$ cat src/hdl/rmth_pkg.sv
// Shared types and constants for the running median block.
// No dependencies; compile first.
`default_nettype none
package rmth_pkg;

  localparam int unsigned CAPACITY_DEF = 1024;
  localparam int unsigned SAMPLE_W     = 32;
  localparam int unsigned MED_W        = 33;
  localparam int unsigned HELD_W       = 11;

  // Per-cycle datapath command from the controller.
  typedef enum logic [3:0] {
    OP_NONE,
    OP_LOAD,
    OP_FLAG_OVF,
    OP_PUSH_SAMPLE,
    OP_UP_READ,
    OP_UP_MOVE,
    OP_WRITE_VAL,
    OP_POP_START,
    OP_POP_LAST,
    OP_DN_READ_L,
    OP_DN_READ_R,
    OP_DN_MOVE,
    OP_REPUSH,
    OP_RESULT
  } op_t;

  // Datapath flags seen by the controller.
  typedef struct packed {
    logic full;
    logic pos_zero;
    logic up_above;
    logic l_in;
    logic dn_move;
    logic n_zero;
    logic unbalanced;
  } status_t;

endpackage
`default_nettype wire

$ cat src/hdl/rmth_controller.sv
// Sequencer for insert, rebalance and result; drives datapath commands.
// Depends on rmth_pkg.
`default_nettype none
module rmth_controller (
  input  wire logic              clk,
  input  wire logic              rst,
  input  wire logic              in_valid,
  output logic                   in_ready,
  output logic                   out_valid,
  input  wire logic              out_ready,
  input  wire rmth_pkg::status_t status,
  output rmth_pkg::op_t          op
);
  import rmth_pkg::*;

  typedef enum logic [3:0] {
    S_IDLE, S_DECIDE, S_UP_C, S_UP_M, S_BAL, S_POP, S_DN_L, S_DN_R, S_DN_C,
    S_REPUSH, S_RESULT
  } state_t;

  state_t state, state_next;
  logic   rebal;   // second push (rebalance) under way
  state_t after_push;

  assign in_ready   = state == S_IDLE;
  assign after_push = rebal ? S_RESULT : S_BAL;

  always_comb begin
    op         = OP_NONE;
    state_next = state;
    unique case (state)
      S_IDLE: if (in_valid) begin
        op         = OP_LOAD;
        state_next = S_DECIDE;
      end
      S_DECIDE: begin
        op         = status.full ? OP_FLAG_OVF : OP_PUSH_SAMPLE;
        state_next = status.full ? S_RESULT : S_UP_C;
      end
      S_UP_C: begin
        op         = status.pos_zero ? OP_WRITE_VAL : OP_UP_READ;
        state_next = status.pos_zero ? after_push : S_UP_M;
      end
      S_UP_M: begin
        op         = status.up_above ? OP_UP_MOVE : OP_WRITE_VAL;
        state_next = status.up_above ? S_UP_C : after_push;
      end
      S_BAL: begin
        op         = status.unbalanced ? OP_POP_START : OP_NONE;
        state_next = status.unbalanced ? S_POP : S_RESULT;
      end
      S_POP: begin
        op         = OP_POP_LAST;
        state_next = status.n_zero ? S_REPUSH : S_DN_L;
      end
      S_DN_L: begin
        op         = status.l_in ? OP_DN_READ_L : OP_WRITE_VAL;
        state_next = status.l_in ? S_DN_R : S_REPUSH;
      end
      S_DN_R: begin
        op         = OP_DN_READ_R;
        state_next = S_DN_C;
      end
      S_DN_C: begin
        op         = status.dn_move ? OP_DN_MOVE : OP_WRITE_VAL;
        state_next = status.dn_move ? S_DN_L : S_REPUSH;
      end
      S_REPUSH: begin
        op         = OP_REPUSH;
        state_next = S_UP_C;
      end
      S_RESULT: if (!out_valid || out_ready) begin
        op         = OP_RESULT;
        state_next = S_IDLE;
      end
      default: state_next = S_IDLE;
    endcase
  end

  always_ff @(posedge clk) begin
    if (rst) begin
      state     <= S_IDLE;
      rebal     <= 1'b0;
      out_valid <= 1'b0;
    end else begin
      state <= state_next;
      if (op == OP_PUSH_SAMPLE) rebal <= 1'b0;
      if (op == OP_REPUSH)      rebal <= 1'b1;
      if (op == OP_RESULT)            out_valid <= 1'b1;
      else if (out_valid && out_ready) out_valid <= 1'b0;
    end
  end

endmodule
`default_nettype wire

$ cat config.mk
export PLATFORM = sky130hd
export DESIGN_NAME = rmth_controller
export DESIGN_NICKNAME = d
export VERILOG_FILES = /design/src/hdl/rmth_pkg.sv /design/src/hdl/rmth_controller.sv
export SDC_FILE = /design/constraint.sdc
export NUM_CORES = 1
export LEC_CHECK = 0
export ABC_CLOCK_PERIOD_IN_PS = 2150
export BUFFER_PORTS_ARGS = -buffer_cell sky130_fd_sc_hd__buf_2
export CAP_MARGIN = 20
export CORE_AREA = 8 8 45 47
export CTS_CLUSTER_SIZE = 30
export DETAILED_ROUTE_END_ITERATION = 12
export DIE_AREA = 0 0 53 55
export PLACE_DENSITY = 0.7
export SKIP_CTS_REPAIR_TIMING = 1
export SLEW_MARGIN = 20
export SYNTH_ARGS = -nofsm -noshare
export SYNTH_HDL_FRONTEND = slang
export SYNTH_SLANG_ARGS = --single-unit
$ cat constraint.sdc
create_clock -name clk -period 2.15 [get_ports clk]
set_input_delay 0.5375 -clock clk [delete_from_list [all_inputs] [get_ports clk]]
set_output_delay 0.5375 -clock clk [all_outputs]
set_load 0.02 [all_outputs]
==> results.md <==
- Primary FF master, synth: dfxtp_1
- Row cnt: 14
- Req. time, crit path: 1.61 ns
- P_leak: about 0.00035 uW
- Hold crit path type: register to register
- Failing checks: setup timing
- R2r endpoint: state[0]
- TritonCTS Buffers: 3
- Port Buffer Count: 16
- Residual DRC: 0
- Number of clock sinks: 6
- Final worst path period need: roughly 2.2 ns
- R2R setup slack: around 0.41 ns
- Vias in the first global route: around 660
- Final hold violation count: 0
- Die Height: 55 um
- Avg WL per Cell: between 10 and 15 um
- Yosys reg bits: 6
- Die width: 53 um
- Top cell type's share of synthesized area: 0.203
- Async SR Flop Fraction: 0
- Clock Skew: between 0.001 and 0.0015 ns
- Status: finished with violations
- Die area: a little under 3000 sq um
- Initial DRC count: 34
- Ant. Diodes: 0
- Hold path depth: 2
- RSZ-0062 raised after global routing: yes
- Max-Cap Viols: 0
- Synthesized net count: 93
- Dpl cells: between 100 and 150
- Fin cells: 121
- Post-synth EDFFs: 0
- Setup crit start kind: register
- Hold Startpoint: rebal
- Clock Latency Late Sink: about 0.23 ns
- Setup Crit Path Kind: register to primary output
- Pwr dens: between 1000 and 1500 nW/um^2
- CP endpoint kind: primary output
- Final setup vio count: 2
- Yosys cell types: between 40 and 50
- Slew HR: 0.758
- Met1 global-route usage: 0.140
- Layout cells sized above 1: 0.390
- H-tree depth: 1
- Slew Viols, Final: 0
- Syn avg cell area: a little over 7 sq um
- Routed WL: between 1.5 and 2 mm
- NumNets Final: approximately 120
- Root buf cell: clkbuf_4
- Slew of the pin with the lowest slew margin: around 0.35 ns
- Reg-to-reg critical path startpoint: state[0]
- Largest net degree at the start of global routing: 21
- Max Fclk: roughly 0.46 GHz
- Place WS: roughly 0.11 ns
- CP max FO: 2
- Worst R2R Path Depth: 5
- Sequential share of the synthesized area: 0.203
- Placer Congestion: about 0.96
- GR peak layer: met2
- Antenna violations before repair: 0
- TritonRoute pass-1 iters: 4
- Core ar.: approximately 1400 sq um
- Worst setup margin: -0.0208 ns
- CTS tree: done
- Post-synth top area cell: dfxtp_1
- Met3 GRT Util: 0.0481
- Syn Inst Count: 82
- Ports: 17
- Hold endpoint: rebal
- Post-DRT Antenna Nets: 0
- Clock transition at path regs: about 0.04 ns
- Via/cell ratio: 5.96
- First-pass GRT wire length: 2.73 mm
- Initial Utilization: 0.428
- Largest cells by area after synthesis: dfxtp_1 20%, a21oi_1 6.8%, nor2_1 5.1%
- GR Util met2: 0.193
- Clk buf depth: 2
- Synthesized area: between 500 and 600 sq um
- DP HPWL: 1.33 mm
- Area grow syn2layout: 38.7%
- YS warnings: 0
- CP arrival: around 1.6 ns
- GRT Util Overall: 0.122
- Vias: between 700 and 800
- Remaining global-route overflow: 0
- Peak VDD IR: around 0.00073 V
- Final Cycle Share: 1.01
-- per-layer routing --
layer	vias to the layer above	wire length (um)
li1	360	-
met4	0	34
met3	4	121
met1	327	782
met5	-	0
met2	30	843
-- worst max path at each step --
stage | start | endpoint | slack, ns | cells after the start
after floorplan | state[3] | op[1] | 0.22 | 4
after global placement | state[1] | op[0] | 0.1 | 5
after detailed placement | out_ready | op[3] | 0.11 | 6
after CTS | state[1] | op[0] | -0.14 | 5
after global routing | state[1] | op[0] | -0.11 | 5
final | state[1] | op[0] | -0.02 | 5
-- report_power, final --
part / switching (uW) / total (uW) / leakage, uW / internal (uW)
logic: 437 / 766 / 0.000288 / 329
clock network: 30.6 / 93.1 / 0.0000138 / 62.5
registers: 35.8 / 185 / 0.0000504 / 149
-- cells in the mapped netlist (2+ instances only) --
| cell type | count |
|---|---|
| a31oi_1 | 2 |
| nor3_1 | 3 |
| or3b_1 | 2 |
| a211o_1 | 2 |
| nor2b_1 | 4 |
| dfxtp_1 | 6 |
| nor4_1 | 2 |
| inv_1 | 5 |
| o21ai_0 | 2 |
| nand2b_1 | 4 |
| nor2_1 | 8 |
| nand3_1 | 3 |
| clkbuf_1 | 3 |
| a21oi_1 | 8 |
-- placed cells by master, fill, tap and decap left out, drive strengths merged, types with 2 or more instances in the layout --
cell,instances
or3b,2
o21ai,3
a31oi,2
buf,26
nand3,3
a2111oi,2
a211o,2
clkbuf,3
dfxtp,6
nor4,2
nand2b,4
nor3,3
inv,6
a21oi,9
nor2,8
nor2b,4
-- layout make-up --
class,instances,area (sq um)
Multi-Input combinational cell,64,462
Fill cell,138,563
Sequential cell,6,126
Timing Repair Buffer,26,168
Clock buffer,3,22.5
Tap cell,16,20.0
Inverter,6,22.5
-- critical path, cell delays in order (launching register included) --
cell,delay [ns]
dfxtp_2,0.31
or3b_4,0.41
o32ai_4,0.30
a41oi_2,0.08
o311ai_2,0.11
buf_4,0.19
-- sequential cells by signal, indices dropped and copies added, names as in the netlist --
signal / cells
rebal: 1
state: 4
out_valid: 1
-- kinds of logic after synthesis --
kind of cell,synth area share
and+or+nand+nor,0.340
AOI/OAI and AO/OA,0.366
buffers and inverters,0.0909
DFF,0.203
-- stage by stage --
stage | hold slack [ns] | total power, uW | TNS [ns] | utilization | cell area [sq um]
finish | 0.536 | 1040 | -0.0298 | 0.593 | 821
global placement | 0.507 | 844 | 0 | 0.521 | 721
CTS | 0.521 | 945 | -0.293 | 0.537 | 743
floorplan | 0.469 | 657 | 0 | - | 592
global route | 0.555 | 1130 | -0.177 | 0.593 | 821
detailed placement | 0.515 | 846 | 0 | 0.521 | 721
Note: power is estimated with default switching activity, not from simulation.
